==> config.mk <==
export PLATFORM = sky130hd
export DESIGN_NAME = cdi_mul
export DESIGN_NICKNAME = d
export VERILOG_FILES = /design/src/hdl/cdi_pkg.sv /design/src/hdl/cdi_mul.sv
export SDC_FILE = /design/constraint.sdc
export NUM_CORES = 2
export LEC_CHECK = 0
export BUFFER_PORTS_ARGS = -buffer_cell sky130_fd_sc_hd__buf_2
export CAP_MARGIN = 25
export CORE_ASPECT_RATIO = 1.5
export CORE_MARGIN = 2
export CORE_UTILIZATION = 40
export DETAILED_ROUTE_END_ITERATION = 8
export GPL_TIMING_DRIVEN = 0
export PLACE_DENSITY = 0.55
export SLEW_MARGIN = 20
export SYNTH_ARGS = -nofsm -noshare
export SYNTH_HDL_FRONTEND = slang
export SYNTH_SLANG_ARGS = --single-unit
==> constraint.sdc <==
create_clock -name aclk -period 9.7 [get_ports aclk]
set_input_delay 1.455 -clock aclk [delete_from_list [all_inputs] [get_ports aclk]]
set_output_delay 1.455 -clock aclk [all_outputs]
set_load 0.02 [all_outputs]
==> src/hdl/cdi_pkg.sv <==
// Shared types, constants and helper functions of the coning delta-angle integrator.
package cdi_pkg;

    localparam int NUM_SENSORS_DEF = 4;

    localparam int GYRO_W   = 24;
    localparam int ANGLE_W  = 40;
    localparam int TIME_W   = 32;
    localparam int PERIOD_W = 16;
    localparam int GAP_W    = 20;

    localparam int IN_DATA_W  = 144;
    localparam int OUT_DATA_W = 152;
    localparam int OUT_USER_W = 2;

    localparam int CFG_IDX_W  = 1;
    localparam int CFG_DATA_W = 20;

    localparam logic [CFG_IDX_W-1:0] CFG_NOMINAL_PERIOD = 1'd0;
    localparam logic [CFG_IDX_W-1:0] CFG_GAP_TIMEOUT    = 1'd1;

    localparam logic KIND_SAMPLE  = 1'b0;
    localparam logic KIND_PUBLISH = 1'b1;

    localparam logic [PERIOD_W-1:0] MAX_PERIOD_US   = 16'd25000;
    localparam logic [GAP_W-1:0]    GAP_TIMEOUT_RST = 20'd100000;

    // shared multiplier: 40 x 20 unsigned, two passes per full product
    localparam int MUL_AW = 40;
    localparam int MUL_BW = 20;
    localparam int MUL_PW = MUL_AW + MUL_BW;
    localparam int FULL_W = MUL_AW + 2 * MUL_BW;

    // constant divider: radix-256 long division
    localparam int DIV_W      = 72;
    localparam int DIV_DIGIT  = 8;
    localparam int DIV_STEPS  = DIV_W / DIV_DIGIT;
    localparam int DIV_CNT_W  = $clog2(DIV_STEPS);
    localparam int DIV_RW     = 14;
    localparam logic [DIV_RW-1:0] TRAP_DIVISOR = 14'd15625;
    localparam logic [DIV_RW-1:0] CONE_DIVISOR = 14'd6;

    localparam int MAG_W = 56;
    localparam logic [MAG_W-1:0] MAG_POS_LIM = 56'h7F_FFFF_FFFF;
    localparam logic [MAG_W-1:0] MAG_NEG_LIM = 56'h80_0000_0000;
    localparam logic signed [ANGLE_W-1:0] ANGLE_MAX = 40'sh7F_FFFF_FFFF;
    localparam logic signed [ANGLE_W-1:0] ANGLE_MIN = 40'sh80_0000_0000;

    typedef struct packed {
        logic [MUL_AW-1:0] a;
        logic [MUL_BW-1:0] b;
    } cdi_mul_req_t;

    typedef struct packed {
        logic             start;
        logic             cone;
        logic [DIV_W-1:0] dividend;
    } cdi_div_req_t;

    typedef struct packed {
        logic             done;
        logic [DIV_W-1:0] quotient;
    } cdi_div_rsp_t;

    function automatic logic [ANGLE_W-1:0] abs40(input logic signed [ANGLE_W-1:0] x);
        return x[ANGLE_W-1] ? ANGLE_W'(-x) : ANGLE_W'(x);
    endfunction

    // saturate a 49-bit signed sum to 40 bits
    function automatic logic signed [ANGLE_W-1:0] sat40(input logic signed [48:0] x);
        logic signed [ANGLE_W-1:0] r;
        if (x[48:ANGLE_W-1] != {10{x[48]}}) begin
            r = x[48] ? ANGLE_MIN : ANGLE_MAX;
        end else begin
            r = x[ANGLE_W-1:0];
        end
        return r;
    endfunction

    // put the sign back on a magnitude and saturate to 40 bits
    function automatic logic signed [ANGLE_W-1:0] sat_mag(input logic neg,
                                                          input logic [MAG_W-1:0] mag);
        logic signed [ANGLE_W-1:0] r;
        if (neg) begin
            r = (mag > MAG_NEG_LIM) ? ANGLE_MIN : ANGLE_W'(-mag[ANGLE_W-1:0]);
        end else begin
            r = (mag > MAG_POS_LIM) ? ANGLE_MAX : ANGLE_W'(mag[ANGLE_W-1:0]);
        end
        return r;
    endfunction

endpackage

==> src/hdl/cdi_mul.sv <==
// Shared registered 40 x 20 unsigned multiplier.
module cdi_mul (
    input  logic                        aclk,
    input  cdi_pkg::cdi_mul_req_t       mul_req,
    output logic [cdi_pkg::MUL_PW-1:0]  mul_pp
);
    import cdi_pkg::*;

    logic [MUL_PW-1:0] pp_reg;

    always_ff @(posedge aclk) begin
        pp_reg <= MUL_PW'(mul_req.a) * MUL_PW'(mul_req.b);
    end

    assign mul_pp = pp_reg;

endmodule

==> results.toml <==
[floorplanning]
die_w_um = 215
die_y_um = 320
start_util_pct = 40.5
fp.coreArea_um2 = 65800
num_rows = 115
io_pins = 121
die_area_um2 = 68700

[cells_and_area]
largest_reg_flops = 60
seqCellArea_um2 = 1200
multiInputGateArea_um2 = 22000
syn2layout_area_growth_pct = 6.61
drive_gt1_share_pct = 3.16
fin_nets = 4004
layout_commonest_cell = "inv_1"
layout_common_cells = "inv_1 (720), fa_1 (680), nand2_1 (555)"
fill_cells = 6744
fin_util_pct = 43.2

[global_routing]
grt.overflow.total = 0
met3_usage_pct = 3.30
grt_pass1_wl_mm = 142
grt_pass1_vias = 23100
grt_max_degree = 11
grt_busiest_layer = "met2"
track_usage_pct = 28.5
met1_usage_pct = 30.1
met2_usage_pct = 52.3
antenna_found_initial = 5

[setup_path]
crit_path_frequent_cell = "fa_1"
critPathMaxStageDelay_ns = 0.74
path_delay_family = "adder cells"
critPathBufInv = 7
crit_path_top_delay_cell = "fa_1"
endpoint_kind = "flop"
worstPathRequired_ns = 9.90
cp.arrival_ns = 8.93
crit_path_start_kind = "input pin"
crit_type = "in -> reg"
cp_max_fo = 10

[cts]
clkTransAtPathRegs_ns = 0.05
clockRootBuffer = "clkbuf_16"
htree_levels = 3
holdBufCountCts = 0
cts_made_buffers = 9
cts_buffer_depth = 2
post-cts-setup-buffers = 0
cts.sinks = 60
cts_resized = 0
cts_tree = "built"

[drt]
drt-initial-drc-count = 1399
via_per_inst = 5.27
wire_per_inst_um = 24.1
dr.pass1.iters = 5
drc = 0
routed_wl_mm = 96.0
dr_total_vias = 21000
antenna_left = 0

[synthesis]
netlist.area_leader.share_pct = 51.1
synth_seq_area_share_pct = 4.51
yosysTopAreaCell = "fa_1"
synthFlopType = "dfxtp_1"
synth.top_cells.by_area = "fa_1 (51%), inv_1 (10%), ha_1 (8.0%)"
async_flop_share_pct = 0
netlist_instances = 3020
synth_cell_type_count = 58
syn-cell-area_um2 = 26600
synth-edff-count = 0
ys_warn_count = 0
synth_nets = 3931
ys_ff_latch = 60
syn_area_per_cell_um2 = 8.82

[sta]
slew_viol_final = 0
timing.setup.tns_ns = 0
tightest_slew_ns = 1.15
hold_violations = 0
setup_viol = 0
relSlewSlack_pct = 23.4
max_clock_freq_mhz = 115
min_period_ns = 8.72
fin_crit_sh_pct = 89.9
rsz0062_at_grt = "no"

[place]
numPortBuffers = 60
dp_hpwl_mm = 81.2
place.gp.congestion = 0.975

[flow_run]
maxCapViolations = 0

[status]
outcome = "finished, final reports clean"

[worst_hold_path]
worstHoldPathType = "in -> reg"
logic make-up (layout without fill, tap and decap cells):
family | count (synthesis) | in the layout | share of synthesized area (%)
compound gates | 194 | 194 | 4.80
xor+xnor | 59 | 59 | 1.94
fa+ha+maj | 850 | 850 | 59.1
buf+inv | 899 | 977 | 12.7
flops | 60 | 60 | 4.51
mux | 1 | 1 | 0.0376
other cells | 0 | 1 | 0
simple gates | 957 | 957 | 16.9
per-stage QoR:
| step | setup slack [ns] | hold slack, ns | area (µm²) | cells |
|---|---|---|---|---|
| after floorplan | 2.22 | 1.78 | 26600 | 3020 |
| after global placement | 0.888 | 1.87 | 28000 | 3957 |
| after detailed placement | 0.861 | 1.87 | 28100 | 3959 |
| after CTS | 1.21 | 1.63 | 28400 | 3975 |
| after global routing | 0.868 | 1.67 | 28400 | 3975 |
| final | 0.977 | 1.67 | 28400 | 3976 |
cells in the mapped netlist (12+ instances only):
| cell | n |
|---|---|
| dfxtp_1 | 60 |
| inv_1 | 720 |
| xor2_1 | 21 |
| nand4_1 | 16 |
| xnor2_1 | 38 |
| clkbuf_1 | 173 |
| ha_1 | 170 |
| a21oi_1 | 67 |
| nor2_1 | 35 |
| a21o_1 | 31 |
| o21bai_1 | 12 |
| nand3_1 | 12 |
| and2_1 | 305 |
| o21ai_0 | 30 |
| nand2_1 | 555 |
| fa_1 | 680 |
routing by layer:
layer / wire length (µm) / up-vias
met5: 15 / -
met4: 8630 / 2
met3: 5270 / 314
met2: 50300 / 857
met1: 31700 / 10900
li1: - / 8837
worst paths after layout:
path / from / endpoint / cells after the start
setup / recovery: mul_req[45] / mul_pp[51] / 25
hold / removal: mul_req[20] / mul_pp[0] / 2
cell type report:
type | instances | share of cell area [%]
Timing Repair Buffer | 62 | 1.14
Multi-Input combinational cell | 2061 | 77.6
Tap cell | 877 | 3.86
Inverter | 720 | 9.52
Antenna cell | 1 | 0.00881
Clock inverter | 3 | 0.238
Buffer | 179 | 2.42
Sequential cell | 60 | 4.23
Clock buffer | 13 | 0.952
Power is not shown: default switching activity piles up to over one toggle a cycle in this logic, so the estimate is an artifact.
