===== config.mk =====
export PLATFORM = sky130hd
export DESIGN_NAME = cdi_div
export DESIGN_NICKNAME = d
export VERILOG_FILES = /design/src/hdl/cdi_pkg.sv /design/src/hdl/cdi_div.sv
export SDC_FILE = /design/constraint.sdc
export NUM_CORES = 1
export LEC_CHECK = 0
export BUFFER_PORTS_ARGS = -buffer_cell sky130_fd_sc_hd__buf_2
export CORE_MARGIN = 2
export CORE_UTILIZATION = 25
export CTS_BUF_LIST = sky130_fd_sc_hd__clkbuf_4
export DETAILED_ROUTE_END_ITERATION = 10
export SLEW_MARGIN = 10
export SYNTH_ARGS = -nofsm -noshare
export SYNTH_HDL_FRONTEND = slang
export SYNTH_SLANG_ARGS = --single-unit

===== constraint.sdc =====
create_clock -name aclk -period 32.2 [get_ports aclk]
set_input_delay 3.22 -clock aclk [delete_from_list [all_inputs] [get_ports aclk]]
set_output_delay 3.22 -clock aclk [all_outputs]
set_load 0.01 [all_outputs]

===== src/hdl/cdi_pkg.sv =====
// Shared types, constants and helper functions of the coning delta-angle integrator.
package cdi_pkg;

    localparam int NUM_SENSORS_DEF = 4;

    localparam int GYRO_W   = 24;
    localparam int ANGLE_W  = 40;
    localparam int TIME_W   = 32;
    localparam int PERIOD_W = 16;
    localparam int GAP_W    = 20;

    localparam int IN_DATA_W  = 144;
    localparam int OUT_DATA_W = 152;
    localparam int OUT_USER_W = 2;

    localparam int CFG_IDX_W  = 1;
    localparam int CFG_DATA_W = 20;

    localparam logic [CFG_IDX_W-1:0] CFG_NOMINAL_PERIOD = 1'd0;
    localparam logic [CFG_IDX_W-1:0] CFG_GAP_TIMEOUT    = 1'd1;

    localparam logic KIND_SAMPLE  = 1'b0;
    localparam logic KIND_PUBLISH = 1'b1;

    localparam logic [PERIOD_W-1:0] MAX_PERIOD_US   = 16'd25000;
    localparam logic [GAP_W-1:0]    GAP_TIMEOUT_RST = 20'd100000;

    // shared multiplier: 40 x 20 unsigned, two passes per full product
    localparam int MUL_AW = 40;
    localparam int MUL_BW = 20;
    localparam int MUL_PW = MUL_AW + MUL_BW;
    localparam int FULL_W = MUL_AW + 2 * MUL_BW;

    // constant divider: radix-256 long division
    localparam int DIV_W      = 72;
    localparam int DIV_DIGIT  = 8;
    localparam int DIV_STEPS  = DIV_W / DIV_DIGIT;
    localparam int DIV_CNT_W  = $clog2(DIV_STEPS);
    localparam int DIV_RW     = 14;
    localparam logic [DIV_RW-1:0] TRAP_DIVISOR = 14'd15625;
    localparam logic [DIV_RW-1:0] CONE_DIVISOR = 14'd6;

    localparam int MAG_W = 56;
    localparam logic [MAG_W-1:0] MAG_POS_LIM = 56'h7F_FFFF_FFFF;
    localparam logic [MAG_W-1:0] MAG_NEG_LIM = 56'h80_0000_0000;
    localparam logic signed [ANGLE_W-1:0] ANGLE_MAX = 40'sh7F_FFFF_FFFF;
    localparam logic signed [ANGLE_W-1:0] ANGLE_MIN = 40'sh80_0000_0000;

    typedef struct packed {
        logic [MUL_AW-1:0] a;
        logic [MUL_BW-1:0] b;
    } cdi_mul_req_t;

    typedef struct packed {
        logic             start;
        logic             cone;
        logic [DIV_W-1:0] dividend;
    } cdi_div_req_t;

    typedef struct packed {
        logic             done;
        logic [DIV_W-1:0] quotient;
    } cdi_div_rsp_t;

    function automatic logic [ANGLE_W-1:0] abs40(input logic signed [ANGLE_W-1:0] x);
        return x[ANGLE_W-1] ? ANGLE_W'(-x) : ANGLE_W'(x);
    endfunction

    // saturate a 49-bit signed sum to 40 bits
    function automatic logic signed [ANGLE_W-1:0] sat40(input logic signed [48:0] x);
        logic signed [ANGLE_W-1:0] r;
        if (x[48:ANGLE_W-1] != {10{x[48]}}) begin
            r = x[48] ? ANGLE_MIN : ANGLE_MAX;
        end else begin
            r = x[ANGLE_W-1:0];
        end
        return r;
    endfunction

    // put the sign back on a magnitude and saturate to 40 bits
    function automatic logic signed [ANGLE_W-1:0] sat_mag(input logic neg,
                                                          input logic [MAG_W-1:0] mag);
        logic signed [ANGLE_W-1:0] r;
        if (neg) begin
            r = (mag > MAG_NEG_LIM) ? ANGLE_MIN : ANGLE_W'(-mag[ANGLE_W-1:0]);
        end else begin
            r = (mag > MAG_POS_LIM) ? ANGLE_MAX : ANGLE_W'(mag[ANGLE_W-1:0]);
        end
        return r;
    endfunction

endpackage


===== src/hdl/cdi_div.sv =====
// Shared long divider by a constant (15625 or 6), eight quotient bits per cycle.
module cdi_div (
    input  logic                  aclk,
    input  logic                  aresetn,
    input  cdi_pkg::cdi_div_req_t div_req,
    output cdi_pkg::cdi_div_rsp_t div_rsp
);
    import cdi_pkg::*;

    logic [DIV_W-1:0]     dvd_reg;
    logic [DIV_W-1:0]     quo_reg;
    logic [DIV_RW-1:0]    rem_reg;
    logic [DIV_CNT_W-1:0] cnt_reg;
    logic                 busy_reg;
    logic                 done_reg;
    logic                 cone_reg;

    logic [DIV_RW-1:0]    divisor;
    logic [DIV_RW-1:0]    rem_next;
    logic [DIV_RW:0]      trial;
    logic [DIV_DIGIT-1:0] qdigit;

    always_comb begin
        divisor  = cone_reg ? CONE_DIVISOR : TRAP_DIVISOR;
        rem_next = rem_reg;
        trial    = '0;
        qdigit   = '0;
        for (int j = 0; j < DIV_DIGIT; j++) begin
            trial = {rem_next, dvd_reg[DIV_W-1-j]};
            if (trial >= {1'b0, divisor}) begin
                rem_next = DIV_RW'(trial - {1'b0, divisor});
                qdigit[DIV_DIGIT-1-j] = 1'b1;
            end else begin
                rem_next = trial[DIV_RW-1:0];
            end
        end
    end

    always_ff @(posedge aclk) begin
        if (!aresetn) begin
            busy_reg <= 1'b0;
            done_reg <= 1'b0;
            cnt_reg  <= '0;
        end else begin
            done_reg <= 1'b0;
            if (div_req.start) begin
                dvd_reg  <= div_req.dividend;
                cone_reg <= div_req.cone;
                rem_reg  <= '0;
                quo_reg  <= '0;
                cnt_reg  <= '0;
                busy_reg <= 1'b1;
            end else if (busy_reg) begin
                dvd_reg <= {dvd_reg[DIV_W-DIV_DIGIT-1:0], {DIV_DIGIT{1'b0}}};
                rem_reg <= rem_next;
                quo_reg <= {quo_reg[DIV_W-DIV_DIGIT-1:0], qdigit};
                cnt_reg <= cnt_reg + 1'b1;
                if (cnt_reg == DIV_CNT_W'(DIV_STEPS - 1)) begin
                    busy_reg <= 1'b0;
                    done_reg <= 1'b1;
                end
            end
        end
    end

    assign div_rsp.done     = done_reg;
    assign div_rsp.quotient = quo_reg;

endmodule


==> results.toml, run 1 <==
[sta]
setup_viol = 0
relSlewSlack_pct = 31.9
report.final.hold_viol_count = 0
rsz0062_at_grt = "no"
finalCritPeriodShare_pct = 74.2
worst_slew_pin_slew_ns = 1.02
max_freq_mhz = 41.9
slew_viol_final = 0
fin_setup_tns_ns = 0
fin_skew_ns = 0.0355
layout_min_cycle_time_ns = 23.88

[yosys]
synth_seq_cells = 165
synth_top_area_share_pct = 35.8
synth.distinct_cells = 108
synth_commonest_cells = "edfxtp_1 (159), nor2_1 (88), nor2b_1 (87)"
synthCells = 1336
synth_most_common_cell = "edfxtp_1"
async_reset_ff_share_pct = 0
synthTopCellsByArea = "edfxtp_1 (36%), ha_1 (6.9%), mux2_2 (6.2%)"
synth_nets = 1494
synth_area_um2 = 13400
synth_seq_area_share_pct = 36.7
synth-warning-count = 0
synth_edf_count = 159
synth_ff_type = "edfxtp_1"
avgSynthCellArea_um2 = 9.99
yosys.area.top_type = "edfxtp_1"

[setup_path]
worstRegToRegCells = 85
cp.depth = 85
crit_top_cell = "o21ai_0"
path_buf_inv = 5
cp-end-kind = "flop"
cp_slowest_stage_delay_ns = 0.77
cp_slowest_cell = "and3_1"
crit_required_ns = 32.50
crit_path_start_kind = "flop"
crit_type = "reg2reg"
cp_top_family = "compound AO/OA/AOI/OAI gates"
cp_max_fo = 25
arrival_ns = 24.18

[clock_tree]
clk_path_buf_depth = 2
post-cts-setup-buffer-count = 0
cts-htree-levels = 4
cts_tree = "yes"
post_cts_resized = 0
clk_pin_slew_ns = 0.15
clock_sinks = 165
insertion_delay_ns = 0.57
cts_buffers = 17
cts_hold_buffers = 0
cts-root-buf = "clkbuf_4"

[global_route]
first_global_vias = 10800
grt-ovfl-total = 0
grt.total_usage_pct = 12.8
grt_pass1_wl_mm = 58.2
antenna_found_initial = 4
grt_start_max_net_pins = 114

[hold_path]
hold_depth = 2
min_path_type = "reg2reg"

[place]
dpl.hpwl_mm = 28.3
routabilityCongestion = 0.892
port_buffers = 148

[routing]
viasPerCell = 5.06
drtPass1Iterations = 5
first_iter_violations = 768
wl_per_cell_um = 16.9
postRouteAntennaNets = 0
vias = 11000
drc = 0
routed_wl_mm = 36.6

[finish]
drive_above_1_share_pct = 21.4
n_fill_cell = 5513
fin_nets = 1620
area_delta_synth_final_pct = 12.5

[status]
status = "finished, final reports clean"

[floorplan]
ios = 149
row_count = 84
die-area_um2 = 55300
die_w_um = 235
die_h_um = 235
initial_core_util_pct = 25.4
core-area_um2 = 52700

[job]
max_cap_viol_count = 0
worst register-to-register path, delay by kind of cell, from the launching register on:
family,cells,cell delay (ns)
AOI/OAI and AO/OA,41,12.00
and+or+nand+nor,26,5.73
adders and majority gates,8,2.66
muxes,4,1.33
buffers and inverters,5,1.22
DFF,1,0.38
xor gates and xnor gates,1,0.33
worst paths after layout:
check	startpoint	to	slack, ns
worst max-delay path	cone_reg	rem_reg[4]	8.32
worst min-delay path	cnt_reg[3]	done_reg	0.52
worst max register to register	cone_reg	rem_reg[4]	8.32
worst min register to register	cnt_reg[3]	done_reg	0.52
placed cells by master, fill, tap and decap left out, drive strengths merged, types with 21 or more instances in the layout:
master / n
nor3: 29
nor2b: 87
inv: 60
nor2: 88
xnor2: 45
nand4: 21
ha: 74
and2: 24
o21ai: 79
nand3: 40
xor2: 28
buf: 156
a21oi: 58
nand2b: 25
a211oi: 21
edfxtp: 159
mux2i: 24
mux2: 76
nand2: 85
final cells by class:
type	count	area, um2	area share [%]
Inverter	50	188	1.25
Clock buffer	18	135	0.899
Clock inverter	14	97.6	0.650
Tap cell	688	861	5.73
Multi-Input combinational cell	1072	8040	53.5
Sequential cell	165	4890	32.6
Antenna cell	2	5.00	0.0333
Timing Repair Buffer	156	807	5.37
layer usage:
metal	routed length, um	part of all wire (%)	global-route usage (%)	vias to the layer above
met4	669	1.8	3.43	4
met5	27	0.074	0	-
met2	16900	46	20.9	326
met3	2290	6.3	2.95	44
li1	-	-	-	5341
met1	16700	46	17.1	5243
metrics by stage:
| stage | worst slack [ns] | hold slack (ns) | cells | instance area, um2 | util [%] |
|---|---|---|---|---|---|
| after floorplan | 10.26 | 0.457 | 1336 | 13400 | - |
| after global placement | 9.36 | 0.491 | 2131 | 14800 | 28.1 |
| after detailed placement | 8.73 | 0.490 | 2131 | 14800 | 28.1 |
| after CTS | 8.60 | 0.519 | 2163 | 15000 | 28.5 |
| after global routing | 6.30 | 0.547 | 2165 | 15000 | 28.5 |
| final | 8.32 | 0.516 | 2165 | 15000 | 28.5 |
kinds of logic (layout without fill, tap and decap cells):
kind of cell             Yosys count  in the layout  share of synthesized area (%)
other                              0              2                              0
multiplexers                     100            100                           8.30
adder cells (fa/ha/maj)           82             82                           8.13
buffers and inverters             99            238                           3.21
XOR/XNOR                          73             73                           4.84
flip-flops                       165            165                           36.7
AND/OR/NAND/NOR                  481            481                           19.4
AO/OA/AOI/OAI                    336            336                           19.5
Power of run 1 is left out: the tool's default activity adds up to more than one toggle a clock period on the data nets, which glitch-free logic cannot reach.
==> run 2: changes to the inputs <==
- clock period: 32.2 -> 21.2 ns (I/O delays scaled with it)
==> results.toml, run 2 (same netlist as run 1, synthesis figures left out) <==
[routing]
vias = 11200
drtPass1Iterations = 8
viasPerCell = 5.09
postRouteAntennaNets = 0
drc = 0
first_iter_violations = 1052
routed_wl_mm = 37.3
wl_per_cell_um = 17.0

[global_route]
grt_pass1_wl_mm = 58.7
grt-ovfl-total = 0
antenna_found_initial = 6
first_global_vias = 10800
grt_start_max_net_pins = 86
grt.total_usage_pct = 12.9

[floorplan]
initial_core_util_pct = 25.4
row_count = 84
die_w_um = 235
core-area_um2 = 52700
ios = 149
die_h_um = 235
die-area_um2 = 55300

[clock_tree]
cts-htree-levels = 4
clk_path_buf_depth = 2
cts_buffers = 17
clock_sinks = 165
cts-root-buf = "clkbuf_4"
insertion_delay_ns = 0.57
cts_tree = "yes"
clk_pin_slew_ns = 0.16

[sta]
layout_min_cycle_time_ns = 19.98
max_freq_mhz = 50.0
setup_viol = 0
fin_setup_tns_ns = 0
slew_viol_final = 0
relSlewSlack_pct = 30.4
finalCritPeriodShare_pct = 94.3
rsz0062_at_grt = "no"
fin_skew_ns = 0.0332
report.final.hold_viol_count = 0
worst_slew_pin_slew_ns = 1.04
finalWorstSetupSlack_ns = 1.22

[setup_path]
cp_slowest_cell = "o41a_4"
crit_required_ns = 21.52
arrival_ns = 20.30
crit_path_start_kind = "flop"
cp_slowest_stage_delay_ns = 0.62
cp_max_fo = 16
crit_top_cell = "ha_1"
crit_type = "reg2reg"
cp-end-kind = "flop"

[job]
max_cap_viol_count = 0

[finish]
layout_commonest_cell = "edfxtp_1"
area_delta_synth_final_pct = 15.8
drive_above_1_share_pct = 24.7
most-common-layout-cells = "edfxtp_1 (159), buf_2 (147), nor2b_1 (87)"
fin_nets = 1648
n_fill_cell = 5480
register_area_um2 = 4890
multi_input_area_um2 = 8200

[place]
dpl.hpwl_mm = 28.7
routabilityCongestion = 0.898
port_buffers = 148
dp_slack_ns = 0.438

[hold_path]
min_path_type = "reg2reg"

[status]
status = "finished, final reports clean"
-- run 2: changes by cell type in the layout (fill, tap and decap cells not counted), sizes merged --
cell      previous run  this run
clkinvlp             0         3
inv                 60        52
clkbuf              18        19
buf                156       184
bufinv               0         3
-- run 2: critical path, delay by kind of cell, from the launching register on --
| family | cells | cell delay [ns] |
|---|---|---|
| AO/OA/AOI/OAI | 33 | 8.35 |
| AND/OR/NAND/NOR | 29 | 5.53 |
| adder cells (fa/ha/maj) | 8 | 2.71 |
| multiplexers | 5 | 1.28 |
| buffers and inverters | 8 | 1.22 |
| flip-flops | 1 | 0.48 |
| XOR/XNOR | 1 | 0.18 |
-- run 2: timing repair --
action | in CTS | in global routing
hold buffers | 0 | 0
setup endpoints to repair | 0 | 15
buffers inserted | 0 | 14
resized for setup | 0 | 28
-- run 2: area by class of cell --
cell class	count	share of cell area, %
multi-input cells	1072	53.0
well taps	688	5.57
flip-flops and latches	165	31.6
diodes	2	0.0324
repair buffers	184	6.58
inverters	50	1.24
clock buffers	19	0.922
clock inverters	12	0.995
-- run 2: metal layers --
metal | track usage [%] | part of all wire, % | up-vias
li1 | - | - | 5406
met1 | 17.2 | 45 | 5341
met2 | 21.4 | 47 | 357
met3 | 2.66 | 6.0 | 45
met4 | 3.36 | 1.5 | 8
met5 | 0 | 0.15 | -
-- run 2: stage by stage --
step | cells | hold slack, ns | utilization [%] | area [um2]
final | 2192 | 0.513 | 29.4 | 15500
after global routing | 2191 | 0.530 | 29.4 | 15500
after CTS | 2176 | 0.519 | 28.9 | 15200
after detailed placement | 2145 | 0.493 | 28.3 | 14900
after global placement | 2145 | 0.484 | 28.3 | 14900
after floorplan | 1336 | 0.457 | - | 13400
-- run 2: worst paths after layout --
| check | slack, ns | from | depth (start not counted) | to |
|---|---|---|---|---|
| max | 1.22 | cone_reg | 84 | rem_reg[4] |
| max reg2reg | 1.22 | cone_reg | 84 | rem_reg[4] |
| min reg2reg | 0.51 | cnt_reg[2] | 1 | done_reg |
| min | 0.51 | cnt_reg[2] | 1 | done_reg |
Power of run 2 is left out for the same reason.
==> run 3: changes to the inputs <==
- clock period: 21.2 -> 20.1 ns (I/O delays scaled with it)
==> results.toml, run 3 (same netlist as run 1, synthesis figures left out) <==
[status]
status = "finished, final reports clean"

[setup_path]
reg2reg_to = "rem_reg[4]"
cp_slowest_stage_delay_ns = 0.64
ff2ff_setup_slack_ns = 1.23
arrival_ns = 19.21
crit_type = "reg2reg"
rr_startpoint = "rem_reg[5]"
path_buf_inv = 7
cp_max_fo = 21
cp_top_family = "simple AND/OR/NAND/NOR gates"
crit_required_ns = 20.43
crit_path_start_kind = "flop"
worstRegToRegCells = 84
cp-end-kind = "flop"
cp_slowest_cell = "or4_4"

[floorplan]
ios = 149
die-area_um2 = 55300
die_h_um = 235
core-area_um2 = 52700
initial_core_util_pct = 25.4
row_count = 84
die_w_um = 235

[global_route]
grt_pass1_wl_mm = 59.4
grt_start_max_net_pins = 90
grt-ovfl-total = 0
first_global_vias = 11100
antenna_found_initial = 10
grt.total_usage_pct = 13.1

[clock_tree]
clock_sinks = 165
cts_buffers = 17
cts_hold_buffers = 0
clk_path_buf_depth = 2
insertion_delay_ns = 0.57
cts_tree = "yes"
clk_pin_slew_ns = 0.15
cts-htree-levels = 4
cts-root-buf = "clkbuf_4"

[finish]
layout_commonest_cell = "edfxtp_1"
register_area_um2 = 4890
most-common-layout-cells = "edfxtp_1 (159), buf_2 (147), nor2b_1 (86)"
fin_nets = 1661
final_core_util_pct = 29.8
multi_input_area_um2 = 8350
area_delta_synth_final_pct = 17.5
drive_above_1_share_pct = 26.5
n_fill_cell = 5459

[place]
port_buffers = 148
dpl.hpwl_mm = 29.0
routabilityCongestion = 0.916

[routing]
drtPass1Iterations = 5
routed.top_layer = "met5"
first_iter_violations = 788
routed_wl_mm = 38.1
wl_met3_mm = 2.88
wl_per_cell_um = 17.2
postRouteAntennaNets = 0
viasPerCell = 5.13
vias = 11400
dr_wl_met2_mm = 17.3
wl_met1_mm = 16.5
drc = 0

[sta]
report.final.hold_viol_count = 0
finalCritPeriodShare_pct = 93.9
worst_slew_pin_slew_ns = 1.07
setup_viol = 0
slew_viol_final = 0
layout_min_cycle_time_ns = 18.87
fin_skew_ns = 0.0232
relSlewSlack_pct = 28.5
max_freq_mhz = 53.0

[hold_path]
min_to = "done_reg"
hp-start = "cnt_reg[3]"
hold_depth = 2
min_path_type = "reg2reg"

[job]
max_cap_viol_count = 0
run 3: final cells by class:
type | count | share of cell area, %
sequential | 165 | 31.2
clock buffer | 19 | 0.909
tap | 688 | 5.49
inverter | 50 | 1.20
antenna | 7 | 0.112
timing repair buffer | 196 | 7.14
multi-input combinational | 1073 | 53.2
clock inverter | 13 | 0.797
run 3: per-stage QoR:
step | instance area, um2 | hold WS (ns) | TNS [ns] | cells | setup WS, ns
2_1_floorplan | 13500 | 0.457 | 0 | 1336 | 0.000604
3_3_place_gp | 15000 | 0.477 | 0 | 2147 | 0.252
3_5_place_dp | 15000 | 0.487 | -0.447 | 2147 | -0.165
4_1_cts | 15300 | 0.513 | 0 | 2179 | 0.0309
5_1_grt | 15700 | 0.545 | -0.143 | 2208 | -0.0701
6_report | 15700 | 0.518 | 0 | 2211 | 1.23
run 3: worst max path at each step:
| stage | cells after the start | to | from | slack (ns) |
|---|---|---|---|---|
| 3_5_place_dp | 84 | rem_reg[4] | cone_reg | -0.16 |
| 6_report | 84 | rem_reg[4] | rem_reg[5] | 1.23 |
| 5_1_grt | 88 | rem_reg[12] | cone_reg | -0.07 |
| 3_3_place_gp | 85 | rem_reg[4] | cone_reg | 0.25 |
| 4_1_cts | 85 | rem_reg[4] | cone_reg | 0.03 |
| 2_1_floorplan | 94 | rem_reg[9] | cone_reg | 0.0006 |
run 3: metal layers:
layer	track usage [%]	up-vias
met1	16.8	5403
met2	21.2	426
met3	3.14	96
li1	-	5420
met4	5.27	6
met5	0	-
run 3: timing repair:
item,CTS,global route
resized for setup,2,35
cloned,0,1
buffers inserted,0,24
pin swaps,0,15
endpoints found under the setup margin,12,15
run 3: worst reg2reg max path, delay by kind of cell, from the launching register on:
family,cells,cell delay [ns]
compound gates,31,6.21
xor+xnor,2,0.47
fa+ha+maj,7,2.38
buf+inv,7,0.88
flops,1,0.60
mux,5,1.30
simple gates,32,6.82
Power of run 3 is left out for the same reason.
